[config.mk]
export PLATFORM = sky130hd
export DESIGN_NAME = task_table_scheduler
export DESIGN_NICKNAME = d
export VERILOG_FILES = /design/src/design/tts_pkg.sv /design/src/design/tts_ram.sv /design/src/design/tts_match.sv /design/src/design/task_table_scheduler.sv
export SDC_FILE = /design/constraint.sdc
export NUM_CORES = 1
export LEC_CHECK = 0
export BUFFER_PORTS_ARGS = -buffer_cell sky130_fd_sc_hd__buf_2
export CORE_MARGIN = 2
export CORE_UTILIZATION = 55
export DETAILED_ROUTE_END_ITERATION = 10
export HOLD_SLACK_MARGIN = 0.06
export PLACE_DENSITY_LB_ADDON = 0.1
export SLEW_MARGIN = 20
export SYNTH_ARGS = -nofsm -noshare
export SYNTH_HDL_FRONTEND = slang
export SYNTH_HIERARCHICAL = 1
export SYNTH_SLANG_ARGS = --single-unit
[constraint.sdc]
create_clock -name aclk -period 8.66 [get_ports aclk]
set_clock_uncertainty 0.2 [all_clocks]
set_input_delay 0.866 -clock aclk [delete_from_list [all_inputs] [get_ports aclk]]
set_output_delay 0.866 -clock aclk [all_outputs]
set_load 0.03 [all_outputs]
[src/design/tts_pkg.sv]
package tts_pkg;

    localparam int KEY_W     = 8;
    localparam int PRIO_W    = 8;
    localparam int TSTAT_W   = 2;
    localparam int RES_W     = 2;
    localparam int S_TDATA_W = 24;
    // status + selected key, the low part of the result word
    localparam int RES_FIELDS_W = RES_W + KEY_W;

    typedef enum logic [1:0] {
        CMD_ADD,
        CMD_REMOVE,
        CMD_SET,
        CMD_PICK
    } cmd_t;

    typedef enum logic [1:0] {
        RES_OK,
        RES_FULL,
        RES_NOT_FOUND,
        RES_NONE_READY
    } res_t;

    localparam logic [TSTAT_W-1:0] TS_READY   = 2'd0;
    localparam logic [TSTAT_W-1:0] TS_RUNNING = 2'd1;

    typedef struct packed {
        logic [KEY_W-1:0]   key;
        logic [PRIO_W-1:0]  prio;
        logic [TSTAT_W-1:0] tstat;
    } entry_t;

    localparam int ENTRY_W = $bits(entry_t);

    typedef enum logic [1:0] {
        MATCH_PRIO_ABOVE,
        MATCH_KEY,
        MATCH_RUNNABLE,
        MATCH_READY
    } match_kind_t;

    typedef struct packed {
        match_kind_t       kind;
        logic [KEY_W-1:0]  key;
        logic [PRIO_W-1:0] prio;
    } match_req_t;

endpackage

[src/design/tts_ram.sv]
module tts_ram #(
    parameter int WIDTH = 18,
    parameter int DEPTH = 16
) (
    input  logic                     clk,
    input  logic                     we,
    input  logic [$clog2(DEPTH)-1:0] waddr,
    input  logic [WIDTH-1:0]         wdata,
    input  logic [$clog2(DEPTH)-1:0] raddr,
    output logic [WIDTH-1:0]         rdata
);

    logic [WIDTH-1:0] mem_reg [DEPTH];
    logic [WIDTH-1:0] rdata_reg;

    always_ff @(posedge clk) begin
        if (we) begin
            mem_reg[waddr] <= wdata;
        end
        rdata_reg <= mem_reg[raddr];
    end

    assign rdata = rdata_reg;

endmodule

[src/design/tts_match.sv]
module tts_match
    import tts_pkg::*;
(
    input  match_req_t req,
    input  entry_t     ent,
    output logic       hit
);

    always_comb begin
        case (req.kind)
            MATCH_PRIO_ABOVE: hit = ent.prio > req.prio;
            MATCH_KEY:        hit = ent.key == req.key;
            MATCH_RUNNABLE:   hit = (ent.tstat == TS_READY) || (ent.tstat == TS_RUNNING);
            MATCH_READY:      hit = ent.tstat == TS_READY;
            default:          hit = 1'b0;
        endcase
    end

endmodule

[src/design/task_table_scheduler.sv]
// Task table scheduler.
// Requests enter on the s_ channel: s_tuser carries the command (add, remove,
// set status, pick next), s_tdata the key, priority and status. Every request
// yields exactly one result on the m_ channel: status code, selected key and
// the table fill after the command. The policy register (cfg_wr_en/cfg_wr_data)
// picks round robin (0) or lowest priority value first (1).
// Timing: one request at a time; s_tready is low while a request is at work
// and rises in the same cycle as the result is registered.
// A refused add, a round-robin add or a remove, set or pick on an empty table
// goes from acceptance straight to the result. Key, priority and pick scans
// read one table entry per cycle through the RAM's registered read port until
// a hit or the last entry. Priority adds and removes then move entries one per
// cycle through the same port, and a priority add finally writes the new entry
// in an insert step.
// The result sits in an output register; a stalled receiver holds it there
// while the next request is accepted, and only a completion waits for it.
// Reset (aresetn, synchronous) empties the table, zeroes the cursor and
// selects round robin. Table contents need no clearing: only entries below
// the fill count are ever read.
module task_table_scheduler
    import tts_pkg::*;
#(
    parameter int MAX_TASKS = 16
) (
    input  logic                  aclk,
    input  logic                  aresetn,
    input  logic                  cfg_wr_en,
    input  logic                  cfg_wr_data,
    input  logic                  s_tvalid,
    output logic                  s_tready,
    // [7:0] task_key, [15:8] task_priority, [17:16] task_status, rest zero
    input  logic [S_TDATA_W-1:0]  s_tdata,
    // [1:0] command
    input  logic [1:0]            s_tuser,
    output logic                  m_tvalid,
    input  logic                  m_tready,
    // [1:0] status, [9:2] selected_task, then task_count, rest zero
    output logic [((RES_FIELDS_W + $clog2(MAX_TASKS + 1) + 7) / 8) * 8 - 1:0] m_tdata
);

    localparam int IDX_W     = $clog2(MAX_TASKS);
    localparam int CNT_W     = $clog2(MAX_TASKS + 1);
    localparam int M_TDATA_W = ((RES_FIELDS_W + CNT_W + 7) / 8) * 8;

    typedef enum logic [2:0] {
        ST_IDLE,
        ST_SCAN,
        ST_SHIFT,
        ST_INSERT,
        ST_FINISH
    } state_t;

    state_t              state_reg, state_next;
    logic [CNT_W-1:0]    count_reg, count_next;
    logic [IDX_W-1:0]    cursor_reg, cursor_next;
    logic                policy_reg, policy_next;
    logic [IDX_W-1:0]    ptr_reg, ptr_next;
    logic [CNT_W-1:0]    left_reg, left_next;
    logic                rd_vld_reg, rd_vld_next;
    logic                rd_last_reg, rd_last_next;
    logic [IDX_W-1:0]    rd_idx_reg, rd_idx_next;
    logic [IDX_W-1:0]    pos_reg, pos_next;
    cmd_t                cmd_reg, cmd_next;
    logic [KEY_W-1:0]    key_reg, key_next;
    logic [PRIO_W-1:0]   prio_reg, prio_next;
    logic [TSTAT_W-1:0]  tstat_reg, tstat_next;
    match_kind_t         kind_reg, kind_next;
    res_t                res_reg, res_next;
    logic [KEY_W-1:0]    sel_reg, sel_next;
    logic                m_tvalid_reg, m_tvalid_next;
    res_t                m_status_reg, m_status_next;
    logic [KEY_W-1:0]    m_sel_reg, m_sel_next;
    logic [CNT_W-1:0]    m_count_reg, m_count_next;

    cmd_t                in_cmd;
    entry_t              in_ent;
    entry_t              ram_rdata;
    entry_t              ram_wdata;
    logic                ram_we;
    logic [IDX_W-1:0]    ram_waddr;
    match_req_t          match_req;
    logic                hit;
    logic                scan_hit;
    logic                scan_miss;

    function automatic logic [IDX_W-1:0] next_wrap(input logic [IDX_W-1:0] p,
                                                   input logic [CNT_W-1:0] n);
        logic [CNT_W-1:0] q;
        q = CNT_W'(p) + CNT_W'(1);
        return (q >= n) ? '0 : q[IDX_W-1:0];
    endfunction

    assign in_cmd       = cmd_t'(s_tuser);
    assign in_ent.key   = s_tdata[KEY_W-1:0];
    assign in_ent.prio  = s_tdata[KEY_W+PRIO_W-1:KEY_W];
    assign in_ent.tstat = s_tdata[KEY_W+PRIO_W+TSTAT_W-1:KEY_W+PRIO_W];

    assign match_req.kind = kind_reg;
    assign match_req.key  = key_reg;
    assign match_req.prio = prio_reg;

    tts_ram #(
        .WIDTH(ENTRY_W),
        .DEPTH(MAX_TASKS)
    ) u_table (
        .clk  (aclk),
        .we   (ram_we),
        .waddr(ram_waddr),
        .wdata(ram_wdata),
        .raddr(ptr_reg),
        .rdata(ram_rdata)
    );

    tts_match u_match (
        .req(match_req),
        .ent(ram_rdata),
        .hit(hit)
    );

    assign scan_hit  = rd_vld_reg && hit;
    assign scan_miss = rd_vld_reg && rd_last_reg && !hit;

    always_comb begin
        state_next    = state_reg;
        count_next    = count_reg;
        cursor_next   = cursor_reg;
        policy_next   = cfg_wr_en ? cfg_wr_data : policy_reg;
        ptr_next      = ptr_reg;
        left_next     = left_reg;
        rd_vld_next   = 1'b0;
        rd_last_next  = rd_last_reg;
        rd_idx_next   = rd_idx_reg;
        pos_next      = pos_reg;
        cmd_next      = cmd_reg;
        key_next      = key_reg;
        prio_next     = prio_reg;
        tstat_next    = tstat_reg;
        kind_next     = kind_reg;
        res_next      = res_reg;
        sel_next      = sel_reg;
        m_tvalid_next = m_tvalid_reg && !m_tready;
        m_status_next = m_status_reg;
        m_sel_next    = m_sel_reg;
        m_count_next  = m_count_reg;
        ram_we        = 1'b0;
        ram_waddr     = pos_reg;
        ram_wdata.key   = key_reg;
        ram_wdata.prio  = prio_reg;
        ram_wdata.tstat = tstat_reg;

        case (state_reg)
            ST_IDLE: begin
                if (s_tvalid) begin
                    cmd_next   = in_cmd;
                    key_next   = in_ent.key;
                    prio_next  = in_ent.prio;
                    tstat_next = in_ent.tstat;
                    res_next   = RES_OK;
                    sel_next   = '0;
                    state_next = ST_FINISH;
                    left_next  = count_reg;
                    ptr_next   = '0;
                    case (in_cmd)
                        CMD_ADD: begin
                            if (count_reg == CNT_W'(MAX_TASKS)) begin
                                res_next = RES_FULL;
                            end else if (!policy_reg) begin
                                // round robin appends and points the cursor at it
                                ram_we      = 1'b1;
                                ram_waddr   = count_reg[IDX_W-1:0];
                                ram_wdata   = in_ent;
                                cursor_next = count_reg[IDX_W-1:0];
                                count_next  = count_reg + CNT_W'(1);
                            end else if (count_reg == '0) begin
                                pos_next   = '0;
                                state_next = ST_INSERT;
                            end else begin
                                kind_next  = MATCH_PRIO_ABOVE;
                                state_next = ST_SCAN;
                            end
                        end
                        CMD_REMOVE, CMD_SET: begin
                            if (count_reg == '0) begin
                                res_next = RES_NOT_FOUND;
                            end else begin
                                kind_next  = MATCH_KEY;
                                state_next = ST_SCAN;
                            end
                        end
                        CMD_PICK: begin
                            if (count_reg == '0) begin
                                res_next = RES_NONE_READY;
                            end else if (policy_reg) begin
                                kind_next  = MATCH_RUNNABLE;
                                state_next = ST_SCAN;
                            end else begin
                                kind_next  = MATCH_READY;
                                ptr_next   = next_wrap(cursor_reg, count_reg);
                                state_next = ST_SCAN;
                            end
                        end
                        default: ;
                    endcase
                end
            end

            ST_SCAN: begin
                if (left_reg != '0 && !scan_hit) begin
                    rd_vld_next  = 1'b1;
                    rd_idx_next  = ptr_reg;
                    rd_last_next = left_reg == CNT_W'(1);
                    ptr_next     = next_wrap(ptr_reg, count_reg);
                    left_next    = left_reg - CNT_W'(1);
                end
                if (scan_hit) begin
                    case (cmd_reg)
                        CMD_ADD: begin
                            // open a slot at the hit index, moving the tail up
                            pos_next   = rd_idx_reg;
                            ptr_next   = IDX_W'(count_reg - CNT_W'(1));
                            left_next  = count_reg - CNT_W'(rd_idx_reg);
                            state_next = ST_SHIFT;
                        end
                        CMD_REMOVE: begin
                            if (CNT_W'(rd_idx_reg) + CNT_W'(1) == count_reg) begin
                                count_next = count_reg - CNT_W'(1);
                                state_next = ST_FINISH;
                            end else begin
                                ptr_next   = rd_idx_reg + IDX_W'(1);
                                left_next  = count_reg - CNT_W'(rd_idx_reg) - CNT_W'(1);
                                state_next = ST_SHIFT;
                            end
                        end
                        CMD_SET: begin
                            ram_we          = 1'b1;
                            ram_waddr       = rd_idx_reg;
                            ram_wdata.key   = ram_rdata.key;
                            ram_wdata.prio  = ram_rdata.prio;
                            ram_wdata.tstat = tstat_reg;
                            state_next      = ST_FINISH;
                        end
                        CMD_PICK: begin
                            sel_next = ram_rdata.key;
                            if (kind_reg == MATCH_READY) begin
                                cursor_next = rd_idx_reg;
                            end
                            state_next = ST_FINISH;
                        end
                        default: ;
                    endcase
                end else if (scan_miss) begin
                    case (cmd_reg)
                        CMD_ADD: begin
                            pos_next   = count_reg[IDX_W-1:0];
                            state_next = ST_INSERT;
                        end
                        CMD_REMOVE, CMD_SET: begin
                            res_next   = RES_NOT_FOUND;
                            state_next = ST_FINISH;
                        end
                        CMD_PICK: begin
                            res_next   = RES_NONE_READY;
                            state_next = ST_FINISH;
                        end
                        default: ;
                    endcase
                end
            end

            ST_SHIFT: begin
                if (left_reg != '0) begin
                    rd_vld_next  = 1'b1;
                    rd_idx_next  = ptr_reg;
                    rd_last_next = left_reg == CNT_W'(1);
                    ptr_next     = (cmd_reg == CMD_ADD) ? ptr_reg - IDX_W'(1)
                                                        : ptr_reg + IDX_W'(1);
                    left_next    = left_reg - CNT_W'(1);
                end
                if (rd_vld_reg) begin
                    ram_we    = 1'b1;
                    ram_waddr = (cmd_reg == CMD_ADD) ? rd_idx_reg + IDX_W'(1)
                                                     : rd_idx_reg - IDX_W'(1);
                    ram_wdata = ram_rdata;
                    if (rd_last_reg) begin
                        if (cmd_reg == CMD_ADD) begin
                            state_next = ST_INSERT;
                        end else begin
                            count_next = count_reg - CNT_W'(1);
                            state_next = ST_FINISH;
                        end
                    end
                end
            end

            ST_INSERT: begin
                ram_we     = 1'b1;
                ram_waddr  = pos_reg;
                count_next = count_reg + CNT_W'(1);
                state_next = ST_FINISH;
            end

            ST_FINISH: begin
                if (!m_tvalid_reg || m_tready) begin
                    m_tvalid_next = 1'b1;
                    m_status_next = res_reg;
                    m_sel_next    = sel_reg;
                    m_count_next  = count_reg;
                    state_next    = ST_IDLE;
                end
            end

            default: state_next = ST_IDLE;
        endcase
    end

    always_ff @(posedge aclk) begin
        if (!aresetn) begin
            state_reg    <= ST_IDLE;
            count_reg    <= '0;
            cursor_reg   <= '0;
            policy_reg   <= 1'b0;
            rd_vld_reg   <= 1'b0;
            m_tvalid_reg <= 1'b0;
        end else begin
            state_reg    <= state_next;
            count_reg    <= count_next;
            cursor_reg   <= cursor_next;
            policy_reg   <= policy_next;
            rd_vld_reg   <= rd_vld_next;
            m_tvalid_reg <= m_tvalid_next;
        end
        ptr_reg      <= ptr_next;
        left_reg     <= left_next;
        rd_last_reg  <= rd_last_next;
        rd_idx_reg   <= rd_idx_next;
        pos_reg      <= pos_next;
        cmd_reg      <= cmd_next;
        key_reg      <= key_next;
        prio_reg     <= prio_next;
        tstat_reg    <= tstat_next;
        kind_reg     <= kind_next;
        res_reg      <= res_next;
        sel_reg      <= sel_next;
        m_status_reg <= m_status_next;
        m_sel_reg    <= m_sel_next;
        m_count_reg  <= m_count_next;
    end

    assign s_tready = state_reg == ST_IDLE;
    assign m_tvalid = m_tvalid_reg;
    assign m_tdata  = M_TDATA_W'({m_count_reg, m_sel_reg, m_status_reg});

endmodule

# Word level (Yosys, flattened, before mapping)
# Memories as Yosys holds them, arrays and structs flattened. A register that Yosys moved wholly into a read port is not among the register bits.
# Index checks and enable logic that the tools add are counted.
[totals] reg_bits=80 ramBits=288 in_bits=32 output_inout_bits=18 n_memories=1
[memory_table] name="u_table.mem_reg" words=16 width=18 read_ports=1 rd_ports_with_merged_regs=1 wr=1 line="tts_ram.sv:13" text="logic [WIDTH-1:0] mem_reg [DEPTH];"
[classes] add_sub_neg=12 n_lt_le_gt_ge=3 eq_ne=45 mux=124 reduce_logical=38
[ops] cell="$mux W4" n=37
[ops] cell="$mux W18" n=7
[ops] cell="$mux W5" n=15
[ops] cell="$pmux W18 S3" n=1
[ops] cell="$ne A2 B2 Y1 const B" n=22
[ops] cell="$mux W3" n=11
[ops] cell="$pmux W4 S2" n=4
[ops] cell="$mux W8" n=3
[ops] cell="$pmux W4 S3" n=2
[ops] cell="$mux W2" n=11
[ops] cell="$pmux W5 S4" n=1
[ops] cell="$mux W1" n=17
[ops] cell="$pmux W8 S2" n=1
[ops] cell="$reduce_and A8 Y1" n=2
[ops] cell="$add A4 B1 Y5 const B" n=3
[ops] cell="$pmux W3 S5" n=1
[ops] cell="$pmux W5 S3" n=1
[ops] cell="$sub A5 B1 Y5 const B" n=3
[ops] cell="$eq A2 B2 Y1 const B" n=6
[ops] cell="$pmux W2 S3" n=2
[ops] cell="$pmux W3 S2" n=2
[ops] cell="$reduce_and A11 Y1" n=1
[ops] cell="$ge A5 B5 Y1" n=2
[ops] cell="$pmux W5 S2" n=1
[ops] cell="36 further kinds" n=66

# Longest topological paths before layout
[logic_depth] ltp_word=11 depth_mapped=16

# Hierarchy
# The synthesis kept the hierarchy.
[by_module_without_submodules] module="tts_ram" instances=1 cells_each=482 area_each_um2=11322.1 seq_area_each_um2=9008.6
[by_module_without_submodules] module="task_table_scheduler" instances=1 cells_each=519 area_each_um2=5222.5 seq_area_each_um2=2252.2
[by_module_without_submodules] module="tts_match" instances=1 cells_each=42 area_each_um2=314.1 seq_area_each_um2=0.0

# Worst setup path before layout
# Ideal clock, no wire load.
[synth_timing] path_type="flip-flop to flip-flop" from="reg prio_reg[6]" to="mem u_table.mem_reg[0][0] (enable)" setup_ns=0.416 arrival_ns=4.364 t_required_ns=8.044 slack_ns=3.681 path_stages_with_launch=17 path_buffers=2 cell_sequence="edfxtp_1 -> inv_1 -> ha_1 -> nand4_1 -> a31oi_1 -> a211oi_1 -> o41ai_2 -> and2_1 -> buf_6 -> and3_4 -> a221o_1 -> nand3_1 -> buf_2 -> a221oi_1 -> nand2_1 -> or3b_2 -> nor3_1"
[synth_lines] element="start, declared" line="task_table_scheduler.sv:65" text="logic [PRIO_W-1:0] prio_reg, prio_next;"
[synth_lines] element="start signal, assigned" line="task_table_scheduler.sv:339" text="prio_reg <= prio_next;"
[synth_lines] element="$gt A8 B8 Y1" line="tts_match.sv:11" text="MATCH_PRIO_ABOVE: hit = ent.prio > req.prio;"
[synth_lines] element="$pmux W1 S4" line="tts_match.sv:10" text="case (req.kind)"
[synth_lines] element="net hit" line="task_table_scheduler.sv:82" text="logic hit;"
[synth_lines] element="$logic_and A1 B1 Y1" line="task_table_scheduler.sv:120" text="assign scan_hit = rd_vld_reg && hit;"
[synth_lines] element="$mux W4" line="task_table_scheduler.sv:215" text="if (scan_hit) begin"
[synth_lines] element="$pmux W4 S3" line="task_table_scheduler.sv:151" text="case (state_reg)"
[synth_lines] element="net ram_waddr[2]" line="task_table_scheduler.sv:80" text="logic [IDX_W-1:0] ram_waddr;"
[synth_lines] element="end, declared" line="tts_ram.sv:13"
# The timed path passes the listed nets, and every way through them passes these cells.

# Worst setup path in the final report
[layout_timing] from="reg prio_reg[6]" to="mem u_table.mem_reg[8][3] (enable)"
# Same word-level chain as after synthesis.

==> summary.md <==
| Metric | Value |
|---|---|
| Fmax | 0.167 GHz |
| DR top layer | met4 |
| Share of cells above drive strength 1 | between 10% and 20% |
| Peak VDD IR | 0.210 mV |
| Largest fanout on the critical path | 20 |
| Pwr Density | 305 nW/um^2 |
| PostCTS Resize Cnt | 0 |
| Area growth syn-to-layout | 11.9% |
| Largest net degree at the start of global routing | 77 |
| Clk_lat worst skew | 0.54 ns |
| H-tree levels | 2 |
| Commonest cells in the netlist | 353 x edfxtp_1, 73 x nand2_1, 51 x inv_1 |
| Initial DRC count | 1050 |
| Status | finished, final reports clean |
| Worst Setup End Kind | flip-flop |
| Tmin final | between 6 and 7 ns |
| Hold buffer count at cts | 0 |
| CTS sink cnt | between 300 and 400 |
| Synth unique cells | 88 |
| Mapped Avg Cell Area | 16.2 sq um |
| Routed vias | 9482 |
| Startpoint Class | flip-flop |
| CP arrival | around 6.0 ns |
| Top Ports | 50 |
| Register bit total from synthesis | 386 |
| # DRC | 0 |
| Initial Utilization | 55.5% |
| Max capacitance violation total | 0 |
| Final TNS setup | 0 ns |
| Slew Limit Fails | 0 |
| Fin Hold WS | 0.213 ns |
| FF-to-FF path depth | 15 |
| # rows | between 60 and 70 |
| Total gr overflow | 0 |
| Number of global-route vias before repair | 9317 |
| Area contributors post-synth | edfxtp_1 63%, mux4_2 6.7%, dfxtp_1 3.9% |
| Routed wl met3 | 3.04 mm |
| Core area | 30300 sq um |
| Met1 WL | 16.6 mm |
| Final setup fails | 0 |
| Post-synthesis sequential area ratio | about two thirds |
| WL/cell | between 20 and 30 um |
| Antenna cells | 0 |
| Met2 wire length | 18.1 mm |
| Number of flip-flops in the largest register | between 200 and 300 |
| Root buf cell | clkbuf_16 |
| Count leader, synth | edfxtp_1 |
| Syn Inst Count | between 1000 and 1500 |
| Final-report hold violation count | 0 |
| GRT Util Overall | 24.8% |
| Die W | 179 um |
| DP Wirelength | approximately 24 mm |
| Hold Path Depth | 0 |
| CTS Buf Count | 40 |
| First-pass GRT wire length | ~58 mm |
| Nets | ~1200 |
| Worst EP required | 8.66 ns |
| CP Class | flip-flop to flip-flop |
| Synth Flop Type | edfxtp_1 |
| Hold WC Path Type | flip-flop to flip-flop |
| Design area | 18900 sq um |
| LEAKAGE | around 6.5 nW |
| Post-synth top area cell | edfxtp_1 |
| CTS tree | built |
| Placer Congestion | 0.878 |
| Die area | 32100 sq um |
| Rel. slew slack | approximately 24% |
| Initial antenna violation count | 0 |
| Placed Area | about 17000 sq um |
| Vias per cell | 6.22 |
| Die Span Y | 179 um |
| Mapped Area | 16900 sq um |
| 1st-pass router iterations | 8 |
| Syn_nets | 1113 |
| Post-synth ARST share | 0% |
| Post-CTS Setup Bufs | 0 |
| Clock buffer depth | 3 |
| Post-route clock period utilization | 69.3% |
| Clock transition at the registers of the reported paths | ~0.06 ns |
| DRT antenna net count | 0 |
| Total routed wirelength | 38.5 mm |
| # port buffers | 42 |
| Yosys top cell area share | 62.9% |
| RSZ-0062 raised after global routing | false |
| Yosys warns | 6 |
| Actual slew at the worst max-slew pin | 1.13 ns |
| Post-synth EDFFs | 353 |
[per-layer routing]
| layer | GRT usage [%] | vias up |
|---|---|---|
| li1 | - | 4269 |
| met1 | 35.9 | 4792 |
| met2 | 39.4 | 358 |
| met3 | 4.39 | 63 |
| met4 | 5.96 | 0 |
| met5 | 0 | - |
[metrics by stage]
| stage | power [mW] | cells | worst slack (ns) | util (%) |
|---|---|---|---|---|
| 6_report | 5.76 | 1525 | 2.66 | 62.2 |
| 5_1_grt | 6.05 | 1525 | 2.35 | 62.2 |
| 4_1_cts | 5.79 | 1525 | 2.73 | 62.2 |
| 3_5_place_dp | 4.04 | 1452 | 2.78 | 57.7 |
| 3_3_place_gp | 4.01 | 1452 | 2.79 | 57.7 |
| 2_1_floorplan | 3.61 | 1043 | 3.68 | - |
[final timing paths]
kind / start / to / slack (ns)
worst max register to register: prio_reg[6] / u_table/mem_reg[8][3] / 2.66
worst max-delay path: prio_reg[6] / u_table/mem_reg[8][3] / 2.66
worst min register to register: sel_reg[2] / m_sel_reg[2] / 0.21
worst min-delay path: sel_reg[2] / m_sel_reg[2] / 0.21
[cells in the final DEF (no fill, tap or decap), types with 15 or more instances in the layout]
master,n
nor2_1,21
o21ai_0,23
inv_1,51
edfxtp_1,353
mux4_2,50
clkbuf_16,41
mux4_1,22
dfxtp_1,33
nand3_1,15
a21oi_1,33
nand2_1,73
buf_4,25
a222oi_1,20
buf_2,42
xnor2_1,18
a22oi_1,38
ha_1,36
and2_1,15
[power by group]
group          internal [mW]  total, mW  leakage [nW]  switching [mW]
clock                   1.05       1.75         0.665           0.703
sequential              2.33       2.48          3.49           0.147
combinational          0.596       1.53          2.35           0.935
total                   3.98       5.76          6.51            1.79
[cell families after synthesis]
kind of cell             synth area share, %
AND/OR/NAND/NOR                         6.65
other                                 0.0222
adder cells (fa/ha/maj)                 2.91
multiplexers                            10.4
XOR/XNOR                                1.83
AO/OA/AOI/OAI                           8.32
flip-flops                              66.8
buffers and inverters                   3.06
[final cells by class]
type | count | area [sq um]
repair buffers | 67 | 398
fillers | 2267 | 11500
multi-input cells | 551 | 5150
clock buffers | 52 | 1100
clock inverters | 21 | 268
well taps | 396 | 495
flip-flops and latches | 386 | 11300
inverters | 52 | 195
[worst max-delay path, stage by stage, from the launching register on]
cell and delay [ns]:
edfxtp_1 0.35, inv_1 0.05, ha_1 0.32, nand4_1 0.19
a31oi_1 0.29, a211oi_1 0.14, o41ai_2 0.48, and2_1 0.46
and3_4 0.26, a221o_1 0.14, nand3_1 0.63, a221oi_1 0.56
nand2_1 0.17, nand3b_1 0.32, nor3_2 0.67, buf_4 0.43
No activity file was read; power rests on OpenSTA's default activity.
